==> src/rtl/core/tksel_pkg.sv <==
// Package for the top-k strongest select core: command codes, payload
// structs and the list entry type shared by the cell row and the top level.
// No dependencies.
`timescale 1ns / 1ps

package tksel_pkg;

    // Command codes carried in the cmd field
    localparam logic [1:0] CMD_CLEAR  = 2'd0;
    localparam logic [1:0] CMD_INSERT = 2'd1;
    localparam logic [1:0] CMD_READ   = 2'd2;

    // One list entry
    typedef struct packed {
        logic        [7:0] record_index;
        logic signed [7:0] strength;
    } t_entry;

    // Input beat
    typedef struct packed {
        logic        [1:0] cmd;
        logic signed [7:0] strength;
        logic        [7:0] record_index;
        logic        [2:0] read_position;
    } t_in;

    // Output beat
    typedef struct packed {
        logic        [3:0] entry_count;
        logic              accepted;
        logic        [2:0] placed_position;
        logic        [7:0] read_record;
        logic signed [7:0] read_strength;
        logic              read_valid;
    } t_out;

    // Broadcast control for every cell of the row
    typedef struct packed {
        logic   clear;
        logic   insert;
        t_entry offer;
    } t_cell_ctl;

endpackage

==> src/rtl/core/tksel_cell.sv <==
// One compare-and-shift cell of the sorted list row.
// Depends on tksel_pkg (t_entry, t_cell_ctl).
`timescale 1ns / 1ps

module tksel_cell (
    input  logic                   i_clk,
    input  logic                   i_rst_n,
    input  tksel_pkg::t_cell_ctl   i_ctl,
    input  tksel_pkg::t_entry      i_prev_entry,
    input  logic                   i_prev_keep,
    input  logic                   i_prev_valid,
    output tksel_pkg::t_entry      o_entry,
    output logic                   o_keep,
    output logic                   o_valid
);

    tksel_pkg::t_entry r_entry, n_entry;
    logic              r_valid, n_valid;
    logic              w_keep;

    // Stay put when holding an entry at least as strong as the offer
    assign w_keep = r_valid && (r_entry.strength >= i_ctl.offer.strength);

    always_comb begin
        n_entry = r_entry;
        n_valid = r_valid;
        if (i_ctl.clear) begin
            n_valid = 1'b0;
        end else if (i_ctl.insert && !w_keep) begin
            // Take the offer at the insertion point, else shift down from above
            n_entry = i_prev_keep ? i_ctl.offer : i_prev_entry;
            n_valid = r_valid | i_prev_valid;
        end
    end

    always_ff @(posedge i_clk) begin
        if (!i_rst_n) begin
            r_valid <= 1'b0;
        end else begin
            r_valid <= n_valid;
        end
    end

    always_ff @(posedge i_clk) begin
        r_entry <= n_entry;
    end

    assign o_entry = r_entry;
    assign o_keep  = w_keep;
    assign o_valid = r_valid;

endmodule

==> src/rtl/core/top_k_strongest_select_core.sv <==
// Top-k strongest select core: sorted list of the strongest records.
// A result beat is registered and appears in the cycle after its input beat is accepted.
// Throughput: one beat per cycle while the output is not stalled; every cell
// of the row compares and shifts in the same cycle.
// Reset (synchronous, active low) empties the list and drops the output beat.
// Depends on tksel_pkg and tksel_cell.
`timescale 1ns / 1ps

module top_k_strongest_select_core #(
    parameter int LIST_DEPTH = 8
) (
    input  logic            i_clk,
    input  logic            i_rst_n,
    // input channel
    input  logic            i_in_valid,
    output logic            o_in_stall,
    input  tksel_pkg::t_in  i_in_data,
    // output channel
    output logic            o_out_valid,
    input  logic            i_out_stall,
    output tksel_pkg::t_out o_out_data
);

    // Width of the held count and of a list position
    localparam int CW = $clog2(LIST_DEPTH + 1);
    localparam int PW = (LIST_DEPTH > 1) ? $clog2(LIST_DEPTH) : 1;
    // Positions reachable by the 3-bit read position field
    localparam int RD = (LIST_DEPTH < 8) ? LIST_DEPTH : 8;

    logic                w_fire;
    tksel_pkg::t_cell_ctl w_ctl;

    // Row signals, indexed by cell
    tksel_pkg::t_entry   w_entry      [LIST_DEPTH];
    tksel_pkg::t_entry   w_prev_entry [LIST_DEPTH];
    logic [LIST_DEPTH-1:0] w_keep;
    logic [LIST_DEPTH-1:0] w_valid;
    logic [LIST_DEPTH-1:0] w_prev_keep;
    logic [LIST_DEPTH-1:0] w_prev_valid;

    logic [CW-1:0]       r_count, n_count;
    logic                w_accepted;
    logic [PW-1:0]       w_place;
    tksel_pkg::t_entry   w_read_entry;
    logic                w_read_hit;

    logic                r_out_valid;
    tksel_pkg::t_out     r_out, n_out;

    // Accept whenever the output register is free or being drained
    assign o_in_stall = r_out_valid && i_out_stall;
    assign w_fire     = i_in_valid && !o_in_stall;

    assign w_ctl.clear        = w_fire && (i_in_data.cmd == tksel_pkg::CMD_CLEAR);
    assign w_ctl.insert       = w_fire && (i_in_data.cmd == tksel_pkg::CMD_INSERT);
    assign w_ctl.offer.record_index = i_in_data.record_index;
    assign w_ctl.offer.strength     = i_in_data.strength;

    // Wire each cell to its upper neighbor; the head cell sees the offer
    // as a neighbor that always keeps, so it takes the offer when it moves.
    always_comb begin
        w_prev_keep[0]  = 1'b1;
        w_prev_valid[0] = 1'b1;
        w_prev_entry[0] = w_ctl.offer;
        for (int i = 1; i < LIST_DEPTH; i++) begin
            w_prev_keep[i]  = w_keep[i-1];
            w_prev_valid[i] = w_valid[i-1];
            w_prev_entry[i] = w_entry[i-1];
        end
    end

    for (genvar g = 0; g < LIST_DEPTH; g++) begin : g_cell
        tksel_cell u_cell (
            .i_clk        (i_clk),
            .i_rst_n      (i_rst_n),
            .i_ctl        (w_ctl),
            .i_prev_entry (w_prev_entry[g]),
            .i_prev_keep  (w_prev_keep[g]),
            .i_prev_valid (w_prev_valid[g]),
            .o_entry      (w_entry[g]),
            .o_keep       (w_keep[g]),
            .o_valid      (w_valid[g])
        );
    end

    // Keep flags form a prefix; the insertion point is the first cell that
    // moves. A full list where every cell keeps rejects the offer.
    assign w_accepted = !w_keep[LIST_DEPTH-1];

    always_comb begin
        w_place = '0;
        for (int i = 0; i < LIST_DEPTH; i++) begin
            if (!w_keep[i] && w_prev_keep[i]) begin
                w_place = w_place | PW'(i);
            end
        end
    end

    // Read select over the positions the read field can name
    assign w_read_hit = int'(i_in_data.read_position) < int'(r_count);

    always_comb begin
        w_read_entry = '0;
        for (int i = 0; i < RD; i++) begin
            if (i_in_data.read_position == 3'(i)) begin
                w_read_entry = w_read_entry | w_entry[i];
            end
        end
    end

    // Next count and result beat
    always_comb begin
        n_count = r_count;
        n_out   = '0;
        unique case (i_in_data.cmd)
            tksel_pkg::CMD_CLEAR: begin
                n_count = '0;
            end
            tksel_pkg::CMD_INSERT: begin
                if (w_accepted) begin
                    if (r_count != CW'(LIST_DEPTH)) begin
                        n_count = r_count + CW'(1);
                    end
                    n_out.accepted        = 1'b1;
                    n_out.placed_position = 3'(w_place);
                end
            end
            tksel_pkg::CMD_READ: begin
                if (w_read_hit) begin
                    n_out.read_valid    = 1'b1;
                    n_out.read_record   = w_read_entry.record_index;
                    n_out.read_strength = w_read_entry.strength;
                end
            end
            default: begin
                // unused code: report the count, change nothing
            end
        endcase
        n_out.entry_count = 4'(n_count);
    end

    always_ff @(posedge i_clk) begin
        if (!i_rst_n) begin
            r_count     <= '0;
            r_out_valid <= 1'b0;
        end else begin
            if (w_fire) begin
                r_count     <= n_count;
                r_out_valid <= 1'b1;
            end else if (!i_out_stall) begin
                r_out_valid <= 1'b0;
            end
        end
    end

    // Hold the result beat until taken
    always_ff @(posedge i_clk) begin
        if (w_fire) begin
            r_out <= n_out;
        end
    end

    assign o_out_valid = r_out_valid;
    assign o_out_data  = r_out;

endmodule

==> config.mk <==
export PLATFORM = sky130hd
export DESIGN_NAME = top_k_strongest_select_core
export DESIGN_NICKNAME = d
export VERILOG_FILES = /design/src/rtl/core/tksel_pkg.sv /design/src/rtl/core/tksel_cell.sv /design/src/rtl/core/top_k_strongest_select_core.sv
export SDC_FILE = /design/constraint.sdc
export NUM_CORES = 1
export LEC_CHECK = 0
export BUFFER_PORTS_ARGS = -buffer_cell sky130_fd_sc_hd__buf_2
export CAP_MARGIN = 20
export CORE_ASPECT_RATIO = 0.9
export CORE_MARGIN = 1
export CORE_UTILIZATION = 55
export DETAILED_ROUTE_END_ITERATION = 12
export PLACE_DENSITY = 0.81
export SYNTH_ARGS = -nofsm -noshare
export SYNTH_HDL_FRONTEND = slang
export SYNTH_SLANG_ARGS = --single-unit
==> constraint.sdc <==
create_clock -name i_clk -period 3.9 [get_ports i_clk]
set_input_delay 0.195 -clock i_clk [delete_from_list [all_inputs] [get_ports i_clk]]
set_output_delay 0.195 -clock i_clk [all_outputs]
set_load 0.03 [all_outputs]
# Word-level counts from Yosys, hierarchy flattened
# Index checks and enable logic that the tools add are counted.
[classes] addsub=1 order_cmp=9 eq_ne=11 muxes=29 n_bitwise=17 reduce_logical=49
[ops] operator="16-bit two-way mux" count=15
[ops] operator="16-bit bitwise OR" count=7
[ops] operator="8-bit greater-or-equal comparator" count=8
[ops] operator="1-bit logical AND" count=27
[ops] operator="2-bit AND reduction" count=9
[ops] operator="3-bit == test (second input constant)" count=4
[ops] operator="3-bit two-way mux" count=4
[ops] operator="4-bit two-way mux" count=3
[ops] operator="1-bit logical NOT" count=9
[ops] operator="4-bit one-hot mux with 2 select lines" count=1
[ops] operator="1-bit bitwise OR" count=7
[ops] operator="3-bit by 2-bit == test with 1-bit output (second input constant)" count=2
[ops] operator="4-bit by 1-bit adder with 4-bit output (second input constant)" count=1
[ops] operator="3-bit by 4-bit < comparator with 1-bit output" count=1
[ops] operator="1-bit two-way mux" count=4
[ops] operator="2-bit two-way mux" count=2
[ops] operator="4-bit != test (second input constant)" count=1
[ops] operator="2-bit OR reduction" count=2
[ops] operator="3-bit by 1-bit == test with 1-bit output (second input constant)" count=1
[ops] operator="3-bit logical NOT" count=1
[ops] operator="1-bit inverter" count=3
[ops] operator="2-bit by 1-bit == test with 1-bit output (second input constant)" count=1
[ops] operator="2-bit == test (second input constant)" count=1
[ops] operator="2-bit logical NOT" count=1
[ops] operator="2-bit by 1-bit != test with 1-bit output (second input constant)" count=1
[word_totals] ff_bits=166 inputBits=25 output_inout_bits=27

# Longest topological paths before layout
# Gate-level depths: netlist of the first run.
[depth] word_depth=16 ltp_mapped=10

# By module
# A second synthesis of the first run with hierarchy kept.
[hier_totals] cells_unflattened=783 area_unflattened_um2=10005.8
[modules_own_cells] mod="tksel_cell" instances=8 cells_each=67 area_each_um2=948.4 seq_area_each_um2=500.5
[modules_own_cells] mod="top_k_strongest_select_core" instances=1 cells_each=247 area_each_um2=2418.6 seq_area_each_um2=850.8

# Worst setup path before layout of the first run
# Ideal clock, no wire load.
[synth_path] path_type="input -> register" startpoint="input port i_in_data[16] (netlist bit)" endpoint="register g_cell[7].u_cell.r_entry, in the netlist g_cell[7].u_cell.o_entry[0] (enable)" t_arrival_ns=2.553 setup_slack_ns=0.959 stages=8 cell_sequence="inv_1 ha_1 a21o_1 a2111o_1 and3_1 or2_1 clkbuf_1 nor2_1"
[synth_between] elab_chain_cells=5
[synth_lines] element="start: declaration" line_no="top_k_strongest_select_core.sv:17" source="input tksel_pkg::t_in i_in_data,"
[synth_lines] element="8-bit greater-or-equal comparator" line_no="tksel_cell.sv:22" source="assign w_keep = r_valid && (r_entry.strength >= i_ctl.offer.strength);"
[synth_lines] element="1-bit logical AND" line_no="tksel_cell.sv:22"
[synth_lines] element="1-bit logical NOT" line_no="tksel_cell.sv:29" source="end else if (i_ctl.insert && !w_keep) begin"
[synth_lines] element="1-bit logical AND" line_no="tksel_cell.sv:29"
[synth_lines] element="2-bit AND reduction (no line)"
[synth_lines] element="end signal: assignment" line_no="tksel_cell.sv:45" source="r_entry <= n_entry;"
[synth_lines] element="end: declaration" line_no="tksel_cell.sv:17" source="tksel_pkg::t_entry r_entry, n_entry;"
# No other way between the ends.
# A chain may end at the register's enable or synchronous reset.

# Final worst setup path of the first run
[layout_path] startpoint="input port i_in_data[18] (netlist bit)" endpoint="register g_cell[6].u_cell.r_entry, in the netlist g_cell[6].u_cell.o_entry[14] (enable)"
[layout_between] elab_chain_cells=5
[layout_lines] element="8-bit greater-or-equal comparator" line_no="tksel_cell.sv:22"
[layout_lines] element="1-bit logical AND" line_no="tksel_cell.sv:22"
[layout_lines] element="1-bit logical NOT" line_no="tksel_cell.sv:29"
[layout_lines] element="1-bit logical AND" line_no="tksel_cell.sv:29"
[layout_lines] element="2-bit AND reduction (no line)"
[layout_lines] element="end signal: assignment" line_no="tksel_cell.sv:45"
[layout_lines] element="end: declaration" line_no="tksel_cell.sv:17"
# No other way between the ends.

==> results of run 1 <==
==> path summary, 6_finish.rpt <==
check,start,to,slack (ns)
max,i_in_data[18],g_cell[6].u_cell.o_entry[14],0.63
min,i_in_data[15],g_cell[0].u_cell.o_entry[4],0.03
min reg2reg,g_cell[0].u_cell.o_valid,g_cell[0].u_cell.o_valid,0.53
max reg2reg,g_cell[6].u_cell.o_entry[6],g_cell[6].u_cell.o_entry[14],0.85
==> synth_stat cells, types with 3 or more instances <==
master,instances
o31ai_1,6
nand3_1,4
a211oi_1,4
nand4_1,4
a31oi_1,4
o21ai_0,52
clkbuf_1,14
buf_1,4
mux2i_1,16
buf_6,3
or4b_2,5
nor3_1,7
and2_1,3
nand2_1,54
ha_1,68
nor2b_1,5
mux2_2,70
a21o_1,3
a2111oi_0,5
o211ai_1,3
nor2_1,42
buf_2,7
a21oi_1,22
inv_1,27
o21a_1,4
and3_1,4
mux2_4,5
nand2b_1,10
mux4_2,32
edfxtp_1,153
dfxtp_1,13
==> routing by layer <==
metal / track usage / part of all wire / vias to the layer above
met5: 0 / 0 / -
met4: 0.0879 / 0.018 / 0
met3: 0.0527 / 0.085 / 39
met2: 0.441 / 0.49 / 337
met1: 0.351 / 0.41 / 3143
li1: - / - / 2783
==> report_power, final <==
part           total (mW)  switching [mW]  internal (mW)
sequential           2.02          0.0280           1.99
clock                1.72           0.756          0.961
combinational       0.394           0.240          0.154
total                4.13            1.02           3.11
==> logic make-up (layout without fill, tap and decap cells) <==
family	count (synthesis)	count (layout)
multiplexers	123	123
buffers and inverters	56	138
AND/OR/NAND/NOR	148	148
flip-flops	166	166
AO/OA/AOI/OAI	119	119
adder cells (fa/ha/maj)	68	68
==> cell type report <==
class,count,area [um^2]
Clock buffer,17,425
Clock inverter,15,169
Fill cell,1182,5820
Inverter,27,101
Multi-Input combinational cell,458,4070
Sequential cell,166,4850
Tap cell,207,259
Timing Repair Buffer,79,483
==> state kept, by name, summed over array words and instances (netlist names) <==
register and flops:
o_out_data 25, g_cell.u_cell.o_entry 128, o_out_valid 1, r_count 4, g_cell.u_cell.o_valid 8
==> per-stage QoR <==
step                      setup slack [ns]  hold slack, ns  std cells  area (um^2)
after detailed placement             0.828           0.412        930         9700
after global routing                 0.538          0.0111        969        10400
after CTS                            0.699          0.0133        969        10400
after floorplan                      0.959           0.294        680         9160
after global placement               0.862           0.412        930         9700
final                                0.629          0.0281        969        10400
==> what timing repair did <==
| item | in CTS | in global routing |
|---|---|---|
| gates resized for setup | 0 | 0 |
| hold buffers | 7 | 0 |
| hold endpoints to repair | 7 | 0 |
==> worst max-delay path: cells and delay by family <==
family | cells | cell delay (ns)
adders and majority gates | 1 | 0.26
and+or+nand+nor | 3 | 0.90
AOI/OAI and AO/OA | 2 | 0.77
buffers and inverters | 4 | 1.26
==> flow_summary.toml, run 1 <==
[status]
status = "finished, final reports clean"

[cells_and_area]
final_cell_mix = "153 x edfxtp_1, 70 x mux2_2, 68 x ha_1"
diodes = 0
drive_gt1_frac = 0.295
nNetsFinal = 842
syn_to_final_growth_pct = 13.1
fin_util = 0.640
layout_commonest_cell = "edfxtp_1"

[placement]
port-buffer-count = 51
hpwl_um = 15700
place.gp.congestion = 0.862

[power]
power_mw = 4.13
cellPowerDensity_nw_per_um2 = 399
vdd_drop_max_mv = 0.299
leakage_nw = 4.02

[clock_network]
cts_sinks = 166
tritoncts = "done"
cts_inserted_buffers = 17
post_cts_buffers = 0
htreeDepth = 4
clock_latency_ns = 0.43
clk_pin_slew_worst_paths_ns = 0.06
clockBufferDepth = 2
ctsRootBufferMaster = "clkbuf_16"

[yosys]
synth-xor-area-share = 0
post_synth_fa_ha_maj_area_fraction = 0.0929
yosys-top-cells-area = "edfxtp_1 50%, ha_1 9.3%, mux2_2 8.6%, mux4_2 7.9%, dfxtp_1 2.8%"
synthCells = 680
synth-simple-area-share = 0.0771
synth_nets = 773
async_flop_share = 0
synth_area_um2 = 9160
synth_enable_flop_cells = 153
synth_ff_type = "edfxtp_1"
synth-seq-cells = 166
synth_compound_area_frac = 0.0827
yosysUniqueCellTypes = 54
yosysWarnings = 0
synthMuxAreaShare = 0.190
synth.yosys.seq_area_share = 0.530
syn_avg_cell_area_um2 = 13.5
synth_top_family_by_area = "multiplexers"
yosys.area.top_type_share = 0.502
post-synth-top-area-cell = "edfxtp_1"

[detailed_routing]
num_vias = 6302
drtPass1Iterations = 6
routedWlPerCell_um = 22.7
drt_wl_total_um = 22000
vias_per_cell = 6.50
final_antenna_net_count = 0
drt_iter0_drc = 623
drc = 0

[global_route]
antenna_found_initial = 0
grt_pass1_vias = 6362
track_usage = 0.266
grt_pass1_wl_um = 35000
grt_overflow = 0
grt_start_max_net_pins = 34

[timing]
skew_ns = 0.00929
min_period_ns = 3.27
maxSlewViolCount = 0
fmax_mhz = 306
setup-tns-final_ns = 0
worst_pin_slew_ns = 0.914
period_share = 0.839
rsz0062_at_grt = "false"
final-hold-violation-count = 0
max_slew_margin = 0.391
setup_viol = 0

[worst_setup_path]
critPathCaptureType = "flip-flop"
critPathArrivalTime_ns = 3.39
critPathLaunchType = "primary input"
cp_slowest_cell = "a31oi_4"
cp_max_fo = 16
cp.required_ns = 4.02
cpPeakStageDelay_ns = 0.54
path_cells = "dlygate4sd3_1, buf_2, inv_1, ha_1, or4b_1, and4_4, a32o_1, a31oi_4, and2_1, buf_4"
critPathKind = "in2reg"
rr_worst_depth = 7

[die]
die_y_um = 124
io_pins = 52
fp.dieArea_um2 = 17200
die-width_um = 138
initial_core_util = 0.566
core_area_um2 = 16200
rows = 44

[hold_path]
holdPathStages = 1
hold_path.class = "in2reg"

[job]
maxCapViolations = 0
Note: power is estimated with default switching activity, not from simulation.
==> run 2: changes to the inputs <==
- PLACE_DENSITY: 0.81 -> 0.84
- clock period: 3.9 -> 2.9 ns (I/O delays scaled with it)
==> run 2 against run 1 <==
Sequential cell count is the same. Count of clock-buffer cells in the layout is the same. Die area is the same. Total power grew 34%. Global-route usage grew 1.1 points. Clock power grew 30%. Sequential share of layout area shrank 1.5 points. Register-to-register slack lost 0.67 ns. Highest routed layer unchanged. Final cell count grew 3.0%. Utilization grew 2.1 points. Setup slack lost 0.52 ns. Combinational power grew 45%.
==> flow_summary.toml, run 2 (synthesized netlist as in run 1, its figures left out) <==
[status]
status = "finished, final reports clean"

[job]
maxCapViolations = 0

[die]
die_y_um = 124
die-width_um = 138
fp.dieArea_um2 = 17200
initial_core_util = 0.566
rows = 44
io_pins = 52
core_area_um2 = 16200

[global_route]
grt_pass1_wl_um = 36100
grt_overflow = 0
track_usage = 0.277
grt_start_max_net_pins = 28
grt_pass1_vias = 6587
antenna_found_initial = 0

[worst_setup_path]
path_cells = "dlygate4sd3_1, buf_2, inv_1, buf_4, ha_1, or4b_2, nor2_1, o21ai_1, nand2_1, buf_12, mux2_2"
critPathLaunchType = "primary input"
critPathKind = "in2reg"
cp_max_fo = 23
crit_family = "buffers and inverters"
critPathArrivalTime_ns = 2.97
cpPeakStageDelay_ns = 0.68
critPathCaptureType = "flip-flop"
timing.critical_path.buf_inv = 5
cp_slowest_cell = "or4b_2"
cp.required_ns = 3.08

[timing]
fmax_mhz = 358
setup_viol = 0
period_share = 0.963
maxSlewViolCount = 0
final-hold-violation-count = 0
max_slew_margin = 0.550
layout_setup_ws_ns = 0.107
rsz0062_at_grt = "false"
setup-tns-final_ns = 0
min_period_ns = 2.79
skew_ns = 0.0132
worst_pin_slew_ns = 0.658

[power]
switching_share = 0.243
cellPowerDensity_nw_per_um2 = 517
p_seq_frac = 0.491
pwr-share-clk = 0.405
pwr-share-comb = 0.103
internal_power_mw = 4.19
vdd_drop_max_mv = 0.386
p_sw_mw = 1.35
leakage_nw = 4.18

[clock_network]
clk_pin_slew_worst_paths_ns = 0.07
cts_sinks = 166
cts_inserted_buffers = 17
clockBufferDepth = 2
clock_latency_ns = 0.44
htreeDepth = 4
tritoncts = "done"
ctsRootBufferMaster = "clkbuf_16"

[placement]
place.gp.congestion = 0.910
dpl_cell_area_um2 = 9930
port-buffer-count = 51
hpwl_um = 15700
place_ws_ns = -0.103

[detailed_routing]
drc = 0
final_antenna_net_count = 0
routedWlPerCell_um = 22.8
drtPass1Iterations = 5
vias_per_cell = 6.43
drt_wl_total_um = 22800
num_vias = 6420
drt_iter0_drc = 770

[cells_and_area]
drive_gt1_frac = 0.316
syn_to_final_growth_pct = 16.8
nNetsFinal = 872
final_cell_mix = "153 x edfxtp_1, 70 x mux2_2, 68 x ha_1"
layout_commonest_cell = "edfxtp_1"
nFillCells = 1076
design_area_um2 = 10700
diodes = 0
largest_reg_flops = 128

[hold_path]
hold_path.class = "in2reg"
[run 2: changes by cell type in the layout (fill, tap and decap cells not counted), moves of 2 or more]
cell / change
nor2_2: +2
inv_8: -2
nor2_1: -2
buf_4: +15
dlygate4sd3_1: +7
or2_4: +2
buf_12: +7
[run 2: path summary, 6_finish.rpt]
check	slack, ns	cells after the start	endpoint	startpoint
worst min-delay path	0.01	1	g_cell[0].u_cell.o_entry[11]	i_in_data[6]
worst max-delay path	0.11	11	g_cell[1].u_cell.o_entry[13]	i_in_data[16]
worst min register to register	0.51	2	g_cell[0].u_cell.o_valid	g_cell[0].u_cell.o_valid
worst max register to register	0.18	7	g_cell[5].u_cell.o_entry[11]	g_cell[4].u_cell.o_entry[0]
[run 2: area by class of cell]
type                    instances  area [um^2]  share of cell area
clock inverters                14          150              0.0140
inverters                      27          101             0.00947
clock buffers                  17          425              0.0398
multi-input cells             458         4090               0.382
flip-flops and latches        166         4850               0.454
well taps                     207          259              0.0242
repair buffers                109          817              0.0764
[run 2: stage by stage]
step	utilization	power (mW)	hold WS, ns	cells
CTS	0.659	5.53	0.00213	998
global route	0.661	5.69	0.0148	998
floorplan	-	3.10	0.244	680
finish	0.661	5.53	0.0133	998
global placement	0.614	3.28	0.367	950
detailed placement	0.614	3.31	0.374	950
[run 2: routing by layer]
layer  global-route usage  share of wire  vias to the layer above
met2                0.425           0.46                      382
met3               0.0677          0.097                       66
met5                    0              0                        -
met1                0.374           0.41                     3130
li1                     -              -                     2842
met4                0.123          0.034                        0
[run 2: worst reg2reg max path, cell delays in order, from the launching register on]
cell       delay, ns
edfxtp_1        0.44
inv_1           0.11
ha_1            0.23
nand2b_1        0.14
a2111oi_0       0.64
o31a_1          0.27
or2_4           0.26
mux2_2          0.38
[run 2: repair_timing]
| item | CTS | global route |
|---|---|---|
| hold buffers | 14 | 0 |
| endpoints found under the setup margin | 21 | 68 |
| resized for setup | 0 | 8 |
| buffers inserted | 3 | 0 |
| endpoints found under the hold margin | 13 | 0 |
| pin swaps | 1 | 1 |
[run 2: power by group through the flow]
stage	clock network (mW)	logic, mW	registers [mW]
4_1_cts	2.25	0.563	2.72
3_3_place_gp	0	0.517	2.76
2_1_floorplan	0	0.299	2.80
5_1_grt	2.34	0.618	2.72
3_5_place_dp	0	0.540	2.77
6_report	2.24	0.573	2.72
==> run 3: changes to the inputs <==
- ABC_AREA: not set -> 1
==> run 3 against run 2 <==
Non-clock buffer count decreased by 7. Register-to-register slack improved by 0.28 ns. Synthesized cell count is 41% higher. Global-route usage is 0.084 points lower. Synthesized area fell by 0.66%. Hold slack lost 0.0029 ns. Sequential share of layout area up 1.0 points. Sequential power barely moved. Highest routed layer unchanged.
==> flow_summary.toml, run 3 <==
[die]
initial_core_util = 0.564
io_pins = 52
rows = 44
die-width_um = 138
core_area_um2 = 16100
fp.dieArea_um2 = 17100
die_y_um = 124

[yosys]
syn_avg_cell_area_um2 = 9.46
yosysWarnings = 0
synth_nets = 1055
async_flop_share = 0
yosys.area.top_type_share = 0.505
synth.yosys.seq_area_share = 0.534
synth-seq-cells = 166
yosysUniqueCellTypes = 37
synth_enable_flop_cells = 153
post-synth-top-area-cell = "edfxtp_1"
yosys-top-cells-area = "edfxtp_1 51%, nand2_1 10%, ha_1 9.4%, o21ai_0 7.0%, inv_1 3.8%"
yosysMostFrequentCell = "nand2_1"
synth_area_um2 = 9100
synth.top_cells.by_count = "250 x nand2_1, 153 x edfxtp_1, 127 x o21ai_0, 92 x inv_1, 68 x ha_1"
synthCells = 962
synth_ff_type = "edfxtp_1"

[worst_setup_path]
cp.required_ns = 3.04
r2r_slack_ns = 0.46
cpPeakStageDelay_ns = 0.54
critPathArrivalTime_ns = 2.83
rr_worst_depth = 10
critPathCaptureType = "flip-flop"
timing.critical_path.buf_inv = 4
critPathLaunchType = "primary input"
reg2reg_to = "g_cell[7].u_cell.o_entry[11]"
cp_max_fo = 10
path_cells = "dlygate4sd3_1, buf_2, inv_1, ha_1, a21o_1, nor2_1, nand2_1, nand2_1, nand3_2, nand2_1, nand2_1, nor2_1, buf_4"
cp_common_cell = "nand2_1"
crit_family = "buffers and inverters"
cp_slowest_cell = "dlygate4sd3_1"
critPathKind = "in2reg"
reg2reg_from = "g_cell[7].u_cell.o_entry[7]"

[power]
p_sw_mw = 1.42
vdd_drop_max_mv = 0.477
pwr-share-clk = 0.408
switching_share = 0.253
internal_power_mw = 4.19
cellPowerDensity_nw_per_um2 = 537
p_seq_frac = 0.487
pwr-share-comb = 0.105
leakage_nw = 4.62

[timing]
min_period_ns = 2.69
final-hold-violation-count = 0
setup-tns-final_ns = 0
skew_ns = 0.0101
maxSlewViolCount = 0
setup_viol = 0
fmax_mhz = 372
period_share = 0.928
layout_setup_ws_ns = 0.210
max_slew_margin = 0.497
worst_pin_slew_ns = 0.749
rsz0062_at_grt = "false"

[global_route]
track_usage = 0.276
grt_overflow = 0
antenna_found_initial = 0
grt_pass1_vias = 6600
grt_start_max_net_pins = 33
grt_pass1_wl_um = 34400

[cells_and_area]
nFillCells = 1246
layout_commonest_cell = "nand2_1"
diodes = 0
largest_reg_flops = 128
fin_util = 0.648
drive_gt1_frac = 0.135
nNetsFinal = 1143
syn_to_final_growth_pct = 15.0
final_cell_mix = "250 x nand2_1, 153 x edfxtp_1, 127 x o21ai_0"

[detailed_routing]
routedWlPerCell_um = 17.7
vias_per_cell = 5.89
final_antenna_net_count = 0
drt_wl_total_um = 22500
drc = 0
num_vias = 7476
drt_iter0_drc = 800
drtPass1Iterations = 7

[hold_path]
hold_path.class = "in2reg"
hold_end = "o_out_valid"
holdPathStages = 3
min-delay-start = "i_out_stall"

[placement]
place.gp.congestion = 0.885
hpwl_um = 16300
place_ws_ns = 0.327
port-buffer-count = 51

[clock_network]
htreeDepth = 4
tritoncts = "done"
cts_sinks = 166
clockBufferDepth = 2
ctsRootBufferMaster = "clkbuf_16"
cts_inserted_buffers = 17
clk_pin_slew_worst_paths_ns = 0.06
clock_latency_ns = 0.44

[job]
maxCapViolations = 0

[status]
status = "finished, final reports clean"
run 3: cell types whose count changed in the layout (fill, tap and decap cells not counted), sizes merged, moves of 15 or more:
cell / previous run / this run
inv: 32 / 107
o21ai: 53 / 128
mux2i: 16 / 0
mux2: 75 / 0
nand2: 55 / 252
a21oi: 22 / 48
a221oi: 0 / 15
nand3: 4 / 52
mux4: 32 / 0
run 3: tightest hold or removal path, cell delays in order:
cell     delay, ns
buf_2         0.10
nand2_1       0.08
a21oi_1       0.07
run 3: timing repair:
action	in CTS	in global routing
resized for setup	0	2
buffers inserted	0	5
hold buffers	15	0
endpoints found under the setup margin	0	16
endpoints found under the hold margin	15	0
run 3: metal layers:
layer | vias to the layer above | wire length (um) | global-route usage | share of wire
met5 | - | 0 | 0 | 0
met4 | 0 | 428 | 0.0962 | 0.019
met3 | 38 | 2710 | 0.0830 | 0.12
met2 | 426 | 10100 | 0.421 | 0.45
met1 | 3445 | 9270 | 0.374 | 0.41
li1 | 3567 | - | - | -
run 3: area by class of cell:
class | instances | area [um^2] | area share
multi-input combinational | 659 | 3680 | 0.352
sequential | 166 | 4850 | 0.464
tap | 207 | 259 | 0.0248
inverter | 104 | 398 | 0.0380
clock buffer | 19 | 443 | 0.0423
timing repair buffer | 102 | 676 | 0.0646
clock inverter | 13 | 148 | 0.0141
run 3: stage by stage:
stage                     total power, mW  hold WS (ns)  cells  instance area [um^2]
after floorplan                      3.15         0.244    962                  9100
after CTS                            5.60       0.00375   1265                 10400
after global routing                 5.78        0.0316   1270                 10500
final                                5.62        0.0104   1270                 10500
after global placement               3.32         0.336   1218                  9670
after detailed placement             3.34         0.338   1218                  9670
run 3: kinds of logic after synthesis:
logic type / share of synthesized area
compound gates: 0.147
xor+xnor: 0.00193
fa+ha+maj: 0.0935
buf+inv: 0.0616
flops: 0.534
simple gates: 0.162
run 3: how the worst max path moves through the flow:
stage	start	end	slack [ns]	cells past startpoint
global placement	i_in_data[16]	g_cell[7].u_cell.o_entry[9]	0.48	13
detailed placement	i_in_data[16]	g_cell[7].u_cell.o_entry[15]	0.33	13
floorplan	o_out_valid	g_cell[5].u_cell.o_entry[0]	0.19	7
finish	i_in_data[18]	g_cell[7].u_cell.o_entry[11]	0.21	13
CTS	i_in_data[16]	g_cell[7].u_cell.o_entry[9]	0.21	14
global route	i_in_data[13]	g_cell[7].u_cell.o_entry[11]	0.03	16
run 3: power by group through the flow:
stage          registers, mW  logic [mW]  clock network, mW
6_report                2.73       0.592               2.29
5_1_grt                 2.74       0.658               2.38
4_1_cts                 2.73       0.579               2.29
3_5_place_dp            2.78       0.556                  0
3_3_place_gp            2.78       0.538                  0
2_1_floorplan           2.82       0.332                  0
